==> src/rtl/fsp_pkg.sv <==
// shared constants, result codes and controller/datapath interface types
`timescale 1ns / 1ps

package fsp_pkg;

	// payload store
	localparam int BUFFER_DEPTH = 64;
	localparam int ADDR_W       = (BUFFER_DEPTH > 1) ? $clog2(BUFFER_DEPTH) : 1;
	localparam int CNT_W        = $clog2(BUFFER_DEPTH + 1);

	// field widths
	localparam int BYTE_W  = 8;
	localparam int KIND_W  = 3;
	localparam int INDEX_W = 6;
	localparam int TICK_W  = 16;
	localparam int CFG_IDX_W  = 2;
	localparam int CFG_DATA_W = 16;
	localparam int OUT_DATA_W = 32;

	// register indexes
	localparam logic [CFG_IDX_W-1:0] REG_START   = 2'd0;
	localparam logic [CFG_IDX_W-1:0] REG_END     = 2'd1;
	localparam logic [CFG_IDX_W-1:0] REG_TIMEOUT = 2'd2;

	// reset values of the registers
	localparam logic [BYTE_W-1:0] START_RST   = 8'h7E;
	localparam logic [BYTE_W-1:0] END_RST     = 8'h7F;
	localparam logic [TICK_W-1:0] TIMEOUT_RST = 16'd1000;

	// result kinds
	localparam logic [KIND_W-1:0] K_BYTE    = 3'd0;
	localparam logic [KIND_W-1:0] K_EMPTY   = 3'd1;
	localparam logic [KIND_W-1:0] K_BADEND  = 3'd2;
	localparam logic [KIND_W-1:0] K_OVER    = 3'd3;
	localparam logic [KIND_W-1:0] K_TIMEOUT = 3'd4;

	// controller to datapath
	typedef struct packed {
		logic              load_id;
		logic              load_len;
		logic              store_byte;
		logic              clr_ticks;
		logic              inc_ticks;
		logic              clear_frame;
		logic              emit;
		logic [KIND_W-1:0] emit_kind;
		logic              drain_start;
		logic              mem_rd;
		logic              emit_byte;
		logic              drain_next;
	} fsp_cmd_t;

	// datapath to controller
	typedef struct packed {
		logic start_hit;
		logic end_hit;
		logic len_zero;
		logic room;
		logic fill_done;
		logic tick_over;
		logic count_zero;
		logic drain_last;
		logic out_free;
	} fsp_stat_t;

endpackage

==> src/rtl/framed_serial_packet_receiver.sv <==
// top level of the framed serial packet receiver
`timescale 1ns / 1ps

// Parses a serial byte stream framed as start code, device id, length,
// payload and end code. Each input transaction is either a received byte
// (s_tuser low, byte in s_tdata) or one time tick (s_tuser high). Payload
// bytes are kept in a 64-entry store; a correct end code releases them as a
// run of byte results with m_tlast on the final one, or one empty-frame
// result for a zero-length frame. A wrong end code, a payload byte that does
// not fit the store, or more than idle_timeout ticks without a byte while a
// frame is open each give a single error result and return to idle. Bytes
// and ticks are taken one per cycle as long as the result register is free
// or being emptied in the same cycle. After a good end code the store is
// drained one payload byte at a time (store read, then result register
// load), and input is held off for the whole drain, output stalls included.
// Configuration writes take effect at once and should only be made while
// no frame is in flight.
module framed_serial_packet_receiver (
	input  logic        clk,
	input  logic        arst_n,
	// input transactions
	input  logic        s_tvalid,
	output logic        s_tready,
	input  logic [7:0]  s_tdata,   // [7:0] rx_byte
	input  logic        s_tuser,   // [0] action: 0 byte, 1 tick
	// result transactions
	output logic        m_tvalid,
	input  logic        m_tready,
	output logic [31:0] m_tdata,   // [7:0] device_id, [15:8] frame_length,
	                               // [23:16] data_byte, [29:24] byte_index
	output logic [2:0]  m_tuser,   // [2:0] kind
	output logic        m_tlast,   // last result of a run
	// configuration writes
	input  logic        cfg_we,
	input  logic [1:0]  cfg_index, // 0 start_code, 1 end_code, 2 idle_timeout
	input  logic [15:0] cfg_data
);
	import fsp_pkg::*;

	fsp_cmd_t  cmd;
	fsp_stat_t stat;

	// protocol phase and drain sequencing
	fsp_ctrl u_ctrl (
		.clk      (clk),
		.arst_n   (arst_n),
		.s_tvalid (s_tvalid),
		.s_tuser  (s_tuser),
		.s_tready (s_tready),
		.stat     (stat),
		.cmd      (cmd)
	);

	// registers, payload store and result register
	fsp_dp u_dp (
		.clk       (clk),
		.arst_n    (arst_n),
		.s_tdata   (s_tdata),
		.cfg_we    (cfg_we),
		.cfg_index (cfg_index),
		.cfg_data  (cfg_data),
		.cmd       (cmd),
		.stat      (stat),
		.m_tvalid  (m_tvalid),
		.m_tready  (m_tready),
		.m_tdata   (m_tdata),
		.m_tuser   (m_tuser),
		.m_tlast   (m_tlast)
	);

`ifndef SYNTHESIS
	// input is only taken when a result produced by it has somewhere to go
	a_ready_room: assert property (@(posedge clk) disable iff (!arst_n)
		s_tready |-> (!m_tvalid || m_tready))
		else $error("input taken while result register is blocked");

	// error and empty-frame results are single results
	a_single_last: assert property (@(posedge clk) disable iff (!arst_n)
		(m_tvalid && (m_tuser != K_BYTE)) |-> m_tlast)
		else $error("non-byte result without last");

	// only byte results carry payload and index
	a_no_payload: assert property (@(posedge clk) disable iff (!arst_n)
		(m_tvalid && (m_tuser != K_BYTE)) |-> (m_tdata[29:16] == '0))
		else $error("non-byte result carries payload");

	// a byte result that is not last is followed by more of the run, not new input
	a_run_holds_input: assert property (@(posedge clk) disable iff (!arst_n)
		(m_tvalid && m_tready && (m_tuser == K_BYTE) && !m_tlast) |-> !s_tready)
		else $error("input taken in the middle of a payload run");
`endif

endmodule

==> src/rtl/fsp_ctrl.sv <==
// frame parser controller: protocol phase and payload drain sequencing
`timescale 1ns / 1ps

module fsp_ctrl (
	input  logic              clk,
	input  logic              arst_n,
	input  logic              s_tvalid,
	input  logic              s_tuser,
	output logic              s_tready,
	input  fsp_pkg::fsp_stat_t stat,
	output fsp_pkg::fsp_cmd_t  cmd
);
	import fsp_pkg::*;

	localparam logic [1:0] ST_ACC = 2'd0;
	localparam logic [1:0] ST_RD  = 2'd1;
	localparam logic [1:0] ST_WR  = 2'd2;

	localparam logic [2:0] PH_IDLE = 3'd0;
	localparam logic [2:0] PH_ID   = 3'd1;
	localparam logic [2:0] PH_LEN  = 3'd2;
	localparam logic [2:0] PH_DATA = 3'd3;
	localparam logic [2:0] PH_END  = 3'd4;

	logic [1:0] state_q, state_d;
	logic [2:0] phase_q, phase_d;
	logic       accept;

	assign s_tready = (state_q == ST_ACC) && stat.out_free;
	assign accept   = s_tvalid && s_tready;

	always_comb begin
		state_d = state_q;
		phase_d = phase_q;
		cmd     = '0;
		cmd.emit_kind = K_BYTE;
		unique case (state_q)
			ST_ACC: begin
				if (accept) begin
					if (s_tuser) begin
						// time tick
						if (phase_q != PH_IDLE) begin
							if (stat.tick_over) begin
								cmd.emit        = 1'b1;
								cmd.emit_kind   = K_TIMEOUT;
								cmd.clear_frame = 1'b1;
								phase_d         = PH_IDLE;
							end else begin
								cmd.inc_ticks = 1'b1;
							end
						end
					end else begin
						cmd.clr_ticks = 1'b1;
						unique case (phase_q)
							PH_ID: begin
								cmd.load_id = 1'b1;
								phase_d     = PH_LEN;
							end
							PH_LEN: begin
								cmd.load_len = 1'b1;
								phase_d      = stat.len_zero ? PH_END : PH_DATA;
							end
							PH_DATA: begin
								if (stat.room) begin
									cmd.store_byte = 1'b1;
									if (stat.fill_done) begin
										phase_d = PH_END;
									end
								end else begin
									cmd.emit        = 1'b1;
									cmd.emit_kind   = K_OVER;
									cmd.clear_frame = 1'b1;
									phase_d         = PH_IDLE;
								end
							end
							PH_END: begin
								phase_d = PH_IDLE;
								if (stat.end_hit && !stat.count_zero) begin
									// frame state is cleared after the drain
									cmd.drain_start = 1'b1;
									state_d         = ST_RD;
								end else begin
									cmd.emit        = 1'b1;
									cmd.emit_kind   = stat.end_hit ? K_EMPTY : K_BADEND;
									cmd.clear_frame = 1'b1;
								end
							end
							default: begin
								phase_d = stat.start_hit ? PH_ID : PH_IDLE;
							end
						endcase
					end
				end
			end
			ST_RD: begin
				cmd.mem_rd = 1'b1;
				state_d    = ST_WR;
			end
			ST_WR: begin
				if (stat.out_free) begin
					cmd.emit_byte = 1'b1;
					if (stat.drain_last) begin
						cmd.clear_frame = 1'b1;
						state_d         = ST_ACC;
					end else begin
						cmd.drain_next = 1'b1;
						state_d        = ST_RD;
					end
				end
			end
			default: begin
				state_d = ST_ACC;
			end
		endcase
	end

	always_ff @(posedge clk or negedge arst_n) begin
		if (!arst_n) begin
			state_q <= ST_ACC;
			phase_q <= PH_IDLE;
		end else begin
			state_q <= state_d;
			phase_q <= phase_d;
		end
	end

endmodule

==> src/rtl/fsp_dp.sv <==
// frame parser datapath: registers, frame fields, payload store, result register
`timescale 1ns / 1ps

module fsp_dp (
	input  logic                                clk,
	input  logic                                arst_n,
	input  logic [fsp_pkg::BYTE_W-1:0]          s_tdata,
	input  logic                                cfg_we,
	input  logic [fsp_pkg::CFG_IDX_W-1:0]       cfg_index,
	input  logic [fsp_pkg::CFG_DATA_W-1:0]      cfg_data,
	input  fsp_pkg::fsp_cmd_t                   cmd,
	output fsp_pkg::fsp_stat_t                  stat,
	output logic                                m_tvalid,
	input  logic                                m_tready,
	output logic [fsp_pkg::OUT_DATA_W-1:0]      m_tdata,
	output logic [fsp_pkg::KIND_W-1:0]          m_tuser,
	output logic                                m_tlast
);
	import fsp_pkg::*;

	logic [BYTE_W-1:0]  start_q, end_q;
	logic [TICK_W-1:0]  timeout_q, ticks_q;
	logic [BYTE_W-1:0]  id_q, len_q;
	logic [CNT_W-1:0]   count_q, idx_q;
	logic [BYTE_W-1:0]  mem [2**ADDR_W];
	logic [BYTE_W-1:0]  rdata_q;

	logic               valid_q;
	logic [KIND_W-1:0]  kind_q;
	logic [BYTE_W-1:0]  out_id_q, out_len_q, out_data_q;
	logic [INDEX_W-1:0] out_idx_q;
	logic               last_q;

	// configuration registers
	always_ff @(posedge clk or negedge arst_n) begin
		if (!arst_n) begin
			start_q   <= START_RST;
			end_q     <= END_RST;
			timeout_q <= TIMEOUT_RST;
		end else if (cfg_we) begin
			unique case (cfg_index)
				REG_START:   start_q   <= cfg_data[BYTE_W-1:0];
				REG_END:     end_q     <= cfg_data[BYTE_W-1:0];
				REG_TIMEOUT: timeout_q <= cfg_data[TICK_W-1:0];
				default: ;
			endcase
		end
	end

	// frame fields, idle counter, drain index
	always_ff @(posedge clk or negedge arst_n) begin
		if (!arst_n) begin
			id_q    <= '0;
			len_q   <= '0;
			count_q <= '0;
			ticks_q <= '0;
			idx_q   <= '0;
		end else begin
			if (cmd.clear_frame) begin
				id_q    <= '0;
				len_q   <= '0;
				count_q <= '0;
				ticks_q <= '0;
			end else begin
				if (cmd.load_id) begin
					id_q <= s_tdata;
				end
				if (cmd.load_len) begin
					len_q   <= s_tdata;
					count_q <= '0;
				end
				if (cmd.store_byte) begin
					count_q <= count_q + CNT_W'(1);
				end
				if (cmd.clr_ticks) begin
					ticks_q <= '0;
				end else if (cmd.inc_ticks) begin
					ticks_q <= ticks_q + TICK_W'(1);
				end
			end
			if (cmd.drain_start) begin
				idx_q <= '0;
			end else if (cmd.drain_next) begin
				idx_q <= idx_q + CNT_W'(1);
			end
		end
	end

	// payload store
	always_ff @(posedge clk) begin
		if (cmd.store_byte) begin
			mem[count_q[ADDR_W-1:0]] <= s_tdata;
		end
		if (cmd.mem_rd) begin
			rdata_q <= mem[idx_q[ADDR_W-1:0]];
		end
	end

	assign stat.start_hit  = (s_tdata == start_q);
	assign stat.end_hit    = (s_tdata == end_q);
	assign stat.len_zero   = (s_tdata == '0);
	assign stat.room       = (BYTE_W'(count_q) < len_q) && (count_q < CNT_W'(BUFFER_DEPTH));
	assign stat.fill_done  = (BYTE_W'(count_q) + BYTE_W'(1)) >= len_q;
	assign stat.tick_over  = (ticks_q >= timeout_q);
	assign stat.count_zero = (count_q == '0);
	assign stat.drain_last = ((idx_q + CNT_W'(1)) == count_q);
	assign stat.out_free   = !valid_q || m_tready;

	// result register
	always_ff @(posedge clk or negedge arst_n) begin
		if (!arst_n) begin
			valid_q <= 1'b0;
		end else if (cmd.emit || cmd.emit_byte) begin
			valid_q <= 1'b1;
		end else if (m_tready) begin
			valid_q <= 1'b0;
		end
	end

	always_ff @(posedge clk) begin
		if (cmd.emit) begin
			kind_q     <= cmd.emit_kind;
			out_id_q   <= id_q;
			out_len_q  <= len_q;
			out_data_q <= '0;
			out_idx_q  <= '0;
			last_q     <= 1'b1;
		end else if (cmd.emit_byte) begin
			kind_q     <= K_BYTE;
			out_id_q   <= id_q;
			out_len_q  <= len_q;
			out_data_q <= rdata_q;
			out_idx_q  <= INDEX_W'(idx_q);
			last_q     <= stat.drain_last;
		end
	end

	assign m_tvalid = valid_q;
	assign m_tuser  = kind_q;
	assign m_tlast  = last_q;
	assign m_tdata  = {2'b00, out_idx_q, out_data_q, out_len_q, out_id_q};

endmodule

==> config.mk <==
export PLATFORM = sky130hd
export DESIGN_NAME = framed_serial_packet_receiver
export DESIGN_NICKNAME = d
export VERILOG_FILES = /design/src/rtl/fsp_pkg.sv /design/src/rtl/framed_serial_packet_receiver.sv /design/src/rtl/fsp_ctrl.sv /design/src/rtl/fsp_dp.sv
export SDC_FILE = /design/constraint.sdc
export NUM_CORES = 1
export LEC_CHECK = 0
export BUFFER_PORTS_ARGS = -buffer_cell sky130_fd_sc_hd__buf_2
export CAP_MARGIN = 0
export CORE_MARGIN = 2
export CORE_UTILIZATION = 40
export DETAILED_ROUTE_END_ITERATION = 10
export GPL_TIMING_DRIVEN = 1
export SLEW_MARGIN = 20
export SYNTH_ARGS = -nofsm -noshare
export SYNTH_HDL_FRONTEND = slang
export SYNTH_SLANG_ARGS = --single-unit
==> constraint.sdc <==
create_clock -name clk -period 6.1 [get_ports clk]
set_clock_uncertainty 0.05 [all_clocks]
set_input_delay 0.915 -clock clk [delete_from_list [all_inputs] [get_ports clk]]
set_output_delay 0.915 -clock clk [all_outputs]
set_load 0.03 [all_outputs]
==> results of run 1 <==
## worst max-delay path, cell delays in order (launching register included)
cell	delay, ns
dfrtp_1	0.59
ha_1	0.32
a21o_1	0.18
a221oi_2	0.31
and4b_1	0.39
nand3_2	0.29
or4_1	0.88
nor2_1	0.75
## cells in the mapped netlist (18+ instances only)
master    instances  area [um2]
nor2_1           83         312
xor2_1           23         201
nand3_1          18        90.1
ha_1             35         438
edfxtp_1        539       16200
clkbuf_1         40         150
buf_2            19        95.1
nor3_1           33         165
dfstp_2          19         499
dfrtp_1          65        1630
a21oi_1          22         110
mux2i_1          26         260
mux2_2           34         383
inv_1            33         124
mux4_2          160        3600
xnor2_1          23         201
nand2_1          60         225
## flip-flops by register name (all words and copies together), names as in the netlist, 6 cells and up
name             count
u_dp.out_data_q      8
u_dp.timeout_q      16
u_dp.rdata_q         8
u_dp.out_id_q        8
u_dp.ticks_q        16
u_dp.count_q         7
u_dp.out_len_q       8
u_dp.start_q         8
u_dp.end_q           8
u_dp.len_q           8
u_dp.mem           512
u_dp.id_q            8
u_dp.idx_q           7
u_dp.out_idx_q       6
## cells in the final DEF, fill, tap and decap left out, drive strengths merged, types with 16 or more instances in the layout
master / count
edfxtp: 539
mux4: 160
buf: 89
clkbuf: 85
nor2: 83
dfrtp: 65
nand2: 60
nor3: 39
ha: 35
inv: 35
mux2: 34
clkinv: 29
mux2i: 26
xnor2: 23
xor2: 23
a21oi: 22
dfstp: 19
nand3: 19
a22oi: 16
## cells by family after synthesis
kind of cell / after synthesis / share of synthesized area, %
compound gates: 98 / 2.55
xor+xnor: 46 / 1.53
fa+ha+maj: 35 / 1.67
buf+inv: 118 / 2.06
flops: 638 / 70.9
mux: 220 / 16.2
other cells: 1 / 0.0143
simple gates: 271 / 5.11
## per-layer routing
| layer | vias to the layer above | part of all wire, % | global-route usage (%) |
|---|---|---|---|
| met2 | 501 | 48 | 30.5 |
| met3 | 102 | 7.0 | 4.42 |
| met5 | - | 0.022 | 0 |
| met1 | 7111 | 42 | 26.5 |
| li1 | 5839 | - | - |
| met4 | 2 | 2.8 | 5.89 |
## power breakdown
part           switching (mW)  total [mW]  leakage (nW)  internal, mW
Combinational           0.379       0.610          2.70         0.231
Clock                    1.66        4.00          1.06          2.33
Sequential             0.0956        4.97          6.03          4.88
## final cells by class
type	count	area, um2
fillers	5532	35100
flip-flops and latches	638	18600
multi-input cells	672	7120
clock buffers	85	1860
well taps	855	1070
repair buffers	89	519
clock inverters	36	295
inverters	33	124
## path summary, 6_finish.rpt
kind                                    end  depth (start not counted)            start  slack, ns
setup / recovery            u_dp.mem[17][6]                          7  u_dp.count_q[5]       1.97
hold / removal             u_dp.ticks_q[10]                          1           arst_n       0.24
setup reg to reg            u_dp.mem[17][6]                          7  u_dp.count_q[5]       1.97
hold reg to reg            u_dp.out_id_q[1]                          0     u_dp.id_q[1]       0.40
max in group asynchronous     u_dp.idx_q[1]                          2           arst_n       4.69
min in group clk           u_dp.out_id_q[1]                          0     u_dp.id_q[1]       0.40
==> results.md, run 1 <==
* Outcome: complete, no violations
* Final worst path period need at between 4 and 5 ns
* CTS clock-pin slew for the worst setup and hold paths at about 0.060 ns
* Post-CTS setup buffers at 0
* DP Area at 27400 um2
* Post-Route Setup TNS at 0 ns
* Worst-path fanout max at 17
* Dpl hpwl at about 40000 um
* Final wirelength at roughly 63000 um
* DRC viols at 0
* Via/cell ratio at about 5.6
* Distinct cells, synth at between 50 and 60
* Synth Area per Inst at around 18 um2
* Class of the most critical hold timing path: primary input to async pin
* Max Clk Rate at 242 MHz
* Core area at 64700 um2
* Leakage power at approximately 9.8 nW
* Worst path required time at approximately 6.3 ns
* Mean routed wirelength per cell at between 20 and 30 um
* DP Cell Count at between 2000 and 2500
* Total grt overflow at 0
* Unrepaired setup endpoints after global routing: no
* Fin. Hold Viols at 0
* I/O pin total at 70
* Seq/Total Area, Yosys at 70.9%
* Crit. End Element: register
* Final Cycle Share at between 60% and 70%
* PnR worst setup slack at 1.97 ns
* Layout cells sized above 1 at between 20% and 30%
* DR vias at about 14000
* Diodes inserted at 0
* Drt pass-1 iters at 5
* Fin nets at 1570
* Setup CP Type: register to register
* RePlAce Congestion at just under 0.8
* Worst-Margin Slew at 0.994 ns
* Die width at about 260 um
* Die Area at between 60000 and 70000 um2
* Post-Syn Area at ~26000 um2
* PostCTS Resize Cnt at 0
* Warnings from Yosys at 0
* Max-slew violation count at 0
* Post-route cell area at approximately 30000 um2
* Vias in the first global route at between 10000 and 15000
* H-tree depth at 3
* Place WS at between 1.5 and 2 ns
* CTS tree: done
* Clock insertion delay at the later pin of the skew report at 0.61 ns
* PortBufs at 67
* All-layer global routing usage at 19.2%
* WP data arrival at 4.32 ns
* Final cell utilization of the core at 45.8%
* Row count at 93
* Rel. slew slack at around a third
* Synth-to-layout area growth at 12.8%
* Finished Layout Cells at between 2000 and 2500
* Endpoints failing setup at 0
* Share of flip-flops with an asynchronous set or reset at 13.2%
* CTS Hold Buffers Added at 0
* Cell Pwr Density at about 320 nW/um2
* Hold slack final at approximately 0.24 ns
* Root Driver: clkbuf_16
* Remaining antenna violation count at 0
* Number of synthesized flops with an enable pin at roughly 540
* Iteration-0 DRC Markers at between 1000 and 1500
* Mapped Cells at around 1400
* Die Y at between 200 and 300 um
* Primary FF master, synth: edfxtp_1
* Worst setup SP type: register
* Initial antenna violation count at 2
* #FFs+latches synth at ~640
* CTS Sinks at 638
* Num CTS Buffers at 69
* Maximum resistive drop on vdd at between 200 and 250 uV
* Max Cap Viol at 0
* First-pass GRT wire length at roughly 94000 um
* Clk buf depth at 3
* Pwr Total at 9.58 mW
* Largest net degree at the start of global routing at 70
* Starting density of the core at around two fifths
Power figures use the tool's default switching activity.
==> run 2: changes to the inputs <==
==> constraint.sdc (replaced) <==
create_clock -name clk -period 4.1 [get_ports clk]
set_clock_uncertainty 0.05 [all_clocks]
set_input_delay 0.615 -clock clk [delete_from_list [all_inputs] [get_ports clk]]
set_output_delay 0.615 -clock clk [all_outputs]
set_load 0.03 [all_outputs]
==> run 2 against run 1 <==
  * Die area unchanged
  * Sequential cell count unchanged
  * Sequential power increased by 49%
  * Critical path type unchanged
  * Largest cell class unchanged
  * Largest power group unchanged
==> results.md, run 2 (same netlist as run 1, synthesis figures left out) <==
* Maximum resistive drop on vdd at 294 uV (was 225 uV)
* Fin nets at 1638 (was 1570)
* Final worst path period need at 3.60 ns (was 4.13 ns)
* First-pass GRT wire length at 95000 um (was 94300 um)
* DRC viols at 0 (unchanged)
* Mean routed wirelength per cell at 26.0 um (was 26.3 um)
* Cell Pwr Density at 473 nW/um2 (was 324 nW/um2)
* Root Driver: clkbuf_16 (unchanged)
* H-tree depth at 3 (unchanged)
* Die Area at 67700 um2 (unchanged)
* Layout cells sized above 1 at 30.4% (was 27.2%)
* Leakage power at 10.2 nW (was 9.79 nW)
* WP data arrival at 3.84 ns (was 4.32 ns)
* Crit. End Element: register (unchanged)
* Largest register FFs at 512 (unchanged)
* Total grt overflow at 0 (unchanged)
* PortBufs at 67 (unchanged)
* Class of the most critical hold timing path: primary input to async pin (unchanged)
* Endpoints failing setup at 0 (unchanged)
* Starting density of the core at 40.6% (unchanged)
* Max Clk Rate at 277 MHz (was 242 MHz)
* Synth-to-layout area growth at 14.9% (was 12.8%)
* CTS clock-pin slew for the worst setup and hold paths at 0.06 ns (about the same)
* Rel. slew slack at 32.7% (was 33.7%)
* All-layer global routing usage at 19.5% (was 19.2%)
* PostCTS Resize Cnt at 0 (unchanged)
* Vias in the first global route at 14000 (about the same)
* Iteration-0 DRC Markers at 1290 (was 1280)
* Unrepaired setup endpoints after global routing: no (unchanged)
* Clock insertion delay at the later pin of the skew report at 0.60 ns (was 0.61 ns)
* DR vias at 13700 (was 13600)
* Row count at 93 (unchanged)
* Die width at 260 um (unchanged)
* DP Area at 28000 um2 (was 27400 um2)
* Initial antenna violation count at 1 (was 2)
* Most common cell after layout, fill and taps aside: edfxtp_1 (unchanged)
* Worst-path fanout max at 16 (was 17)
* Largest net degree at the start of global routing at 98 (was 70)
* Max Cap Viol at 0 (unchanged)
* Reg2Reg Setup Slack at 0.50 ns (was 1.97 ns)
* Post-Route Setup TNS at 0 ns (unchanged)
* Via/cell ratio at 5.53 (was 5.63)
* CTS Hold Buffers Added at 0 (unchanged)
* Setup CP Type: register to register (unchanged)
* Num CTS Buffers at 67 (was 69)
* Drt pass-1 iters at 5 (unchanged)
* RePlAce Congestion at 0.782 (was 0.792)
* I/O pin total at 70 (unchanged)
* Worst path required time at 4.34 ns (was 6.29 ns)
* Clk buf depth at 3 (unchanged)
* Most frequent cells in the layout: edfxtp_1, mux4_2, buf_4, nor2_1, clkbuf_16 (was edfxtp_1, mux4_2, nor2_1, clkbuf_16, buf_2)
* Final Cycle Share at 87.9% (was 67.8%)
* Final wirelength at 64300 um (was 63400 um)
* Worst-Margin Slew at 1.01 ns (was 0.994 ns)
* Dpl hpwl at 40400 um (was 39600 um)
* Diodes inserted at 0 (unchanged)
* Fin. Hold Viols at 0 (unchanged)
* Remaining antenna violation count at 0 (unchanged)
* Post-route cell area at 30200 um2 (was 29600 um2)
* CTS tree: done (unchanged)
* Worst setup SP type: register (unchanged)
* Die Y at 260 um (unchanged)
* Max-slew violation count at 0 (unchanged)
* Post-CTS setup buffers at 0 (unchanged)
* Outcome: complete, no violations (unchanged)
* Core area at 64700 um2 (unchanged)
* CTS Sinks at 638 (unchanged)
[run 2: cell count changes in the layout (fill, tap and decap cells not counted), moves of 2 or more]
cell,before,now
buf_12,1,6
clkinv_8,2,0
clkbuf_16,71,69
clkbuf_1,11,21
clkinvlp_4,1,4
clkinv_1,14,4
buf_4,21,87
clkbuf_8,3,1
bufinv_16,4,6
[run 2: final cells by class]
type,count,area (um2)
flip-flops and latches,638,18600
inverters,33,124
well taps,855,1070
fillers,5551,34500
multi-input cells,672,7120
clock buffers,91,1820
clock inverters,30,313
repair buffers,159,1100
[run 2: metrics by stage]
stage / setup slack [ns] / power (mW) / cells / hold WS [ns] / utilization [%]
floorplan: 1.07 / 8.08 / 1428 / 0.269 / -
global placement: 0.605 / 8.43 / 2357 / 0.393 / 43.3
detailed placement: 0.544 / 8.46 / 2357 / 0.392 / 43.3
CTS: 0.509 / 14.4 / 2478 / 0.125 / 46.6
global route: 0.308 / 14.8 / 2478 / 0.173 / 46.6
finish: 0.496 / 14.3 / 2478 / 0.119 / 46.6
[run 2: worst paths after layout]
check                                   from  depth (start not counted)                 end
setup / recovery             u_dp.count_q[6]                          9     u_dp.mem[11][0]
max in group asynchronous             arst_n                          2       u_dp.end_q[2]
setup reg to reg             u_dp.count_q[6]                          9     u_dp.mem[11][0]
hold reg to reg            u_dp.out_idx_q[4]                          2   u_dp.out_idx_q[4]
hold / removal                        arst_n                          1     u_dp.count_q[5]
min in group clk                cfg_data[10]                          2  u_dp.timeout_q[10]
[run 2: worst max-delay path, cell delays in order, from the launching register on]
cell      delay (ns)
dfrtp_1         0.47
ha_1            0.32
nor2b_1         0.15
a221oi_2        0.28
and4b_1         0.40
nand3_2         0.13
buf_4           0.20
or4_1           0.80
nor2_1          0.28
buf_4           0.20
[run 2: routing by layer]
metal	GRT usage, %	wire [um]	share of wire [%]	up-vias
met4	5.17	1520	2.4	2
met2	31.3	31000	48	505
met3	4.42	4330	6.7	105
li1	-	-	-	5971
met5	0	13	0.020	-
met1	26.9	27500	43	7109
[run 2: power breakdown]
group / total (mW) / internal (mW) / switching (mW) / leakage (nW)
Sequential: 7.39 / 7.25 / 0.139 / 6.03
Combinational: 0.917 / 0.351 / 0.566 / 3.09
Clock: 5.95 / 3.50 / 2.45 / 1.04
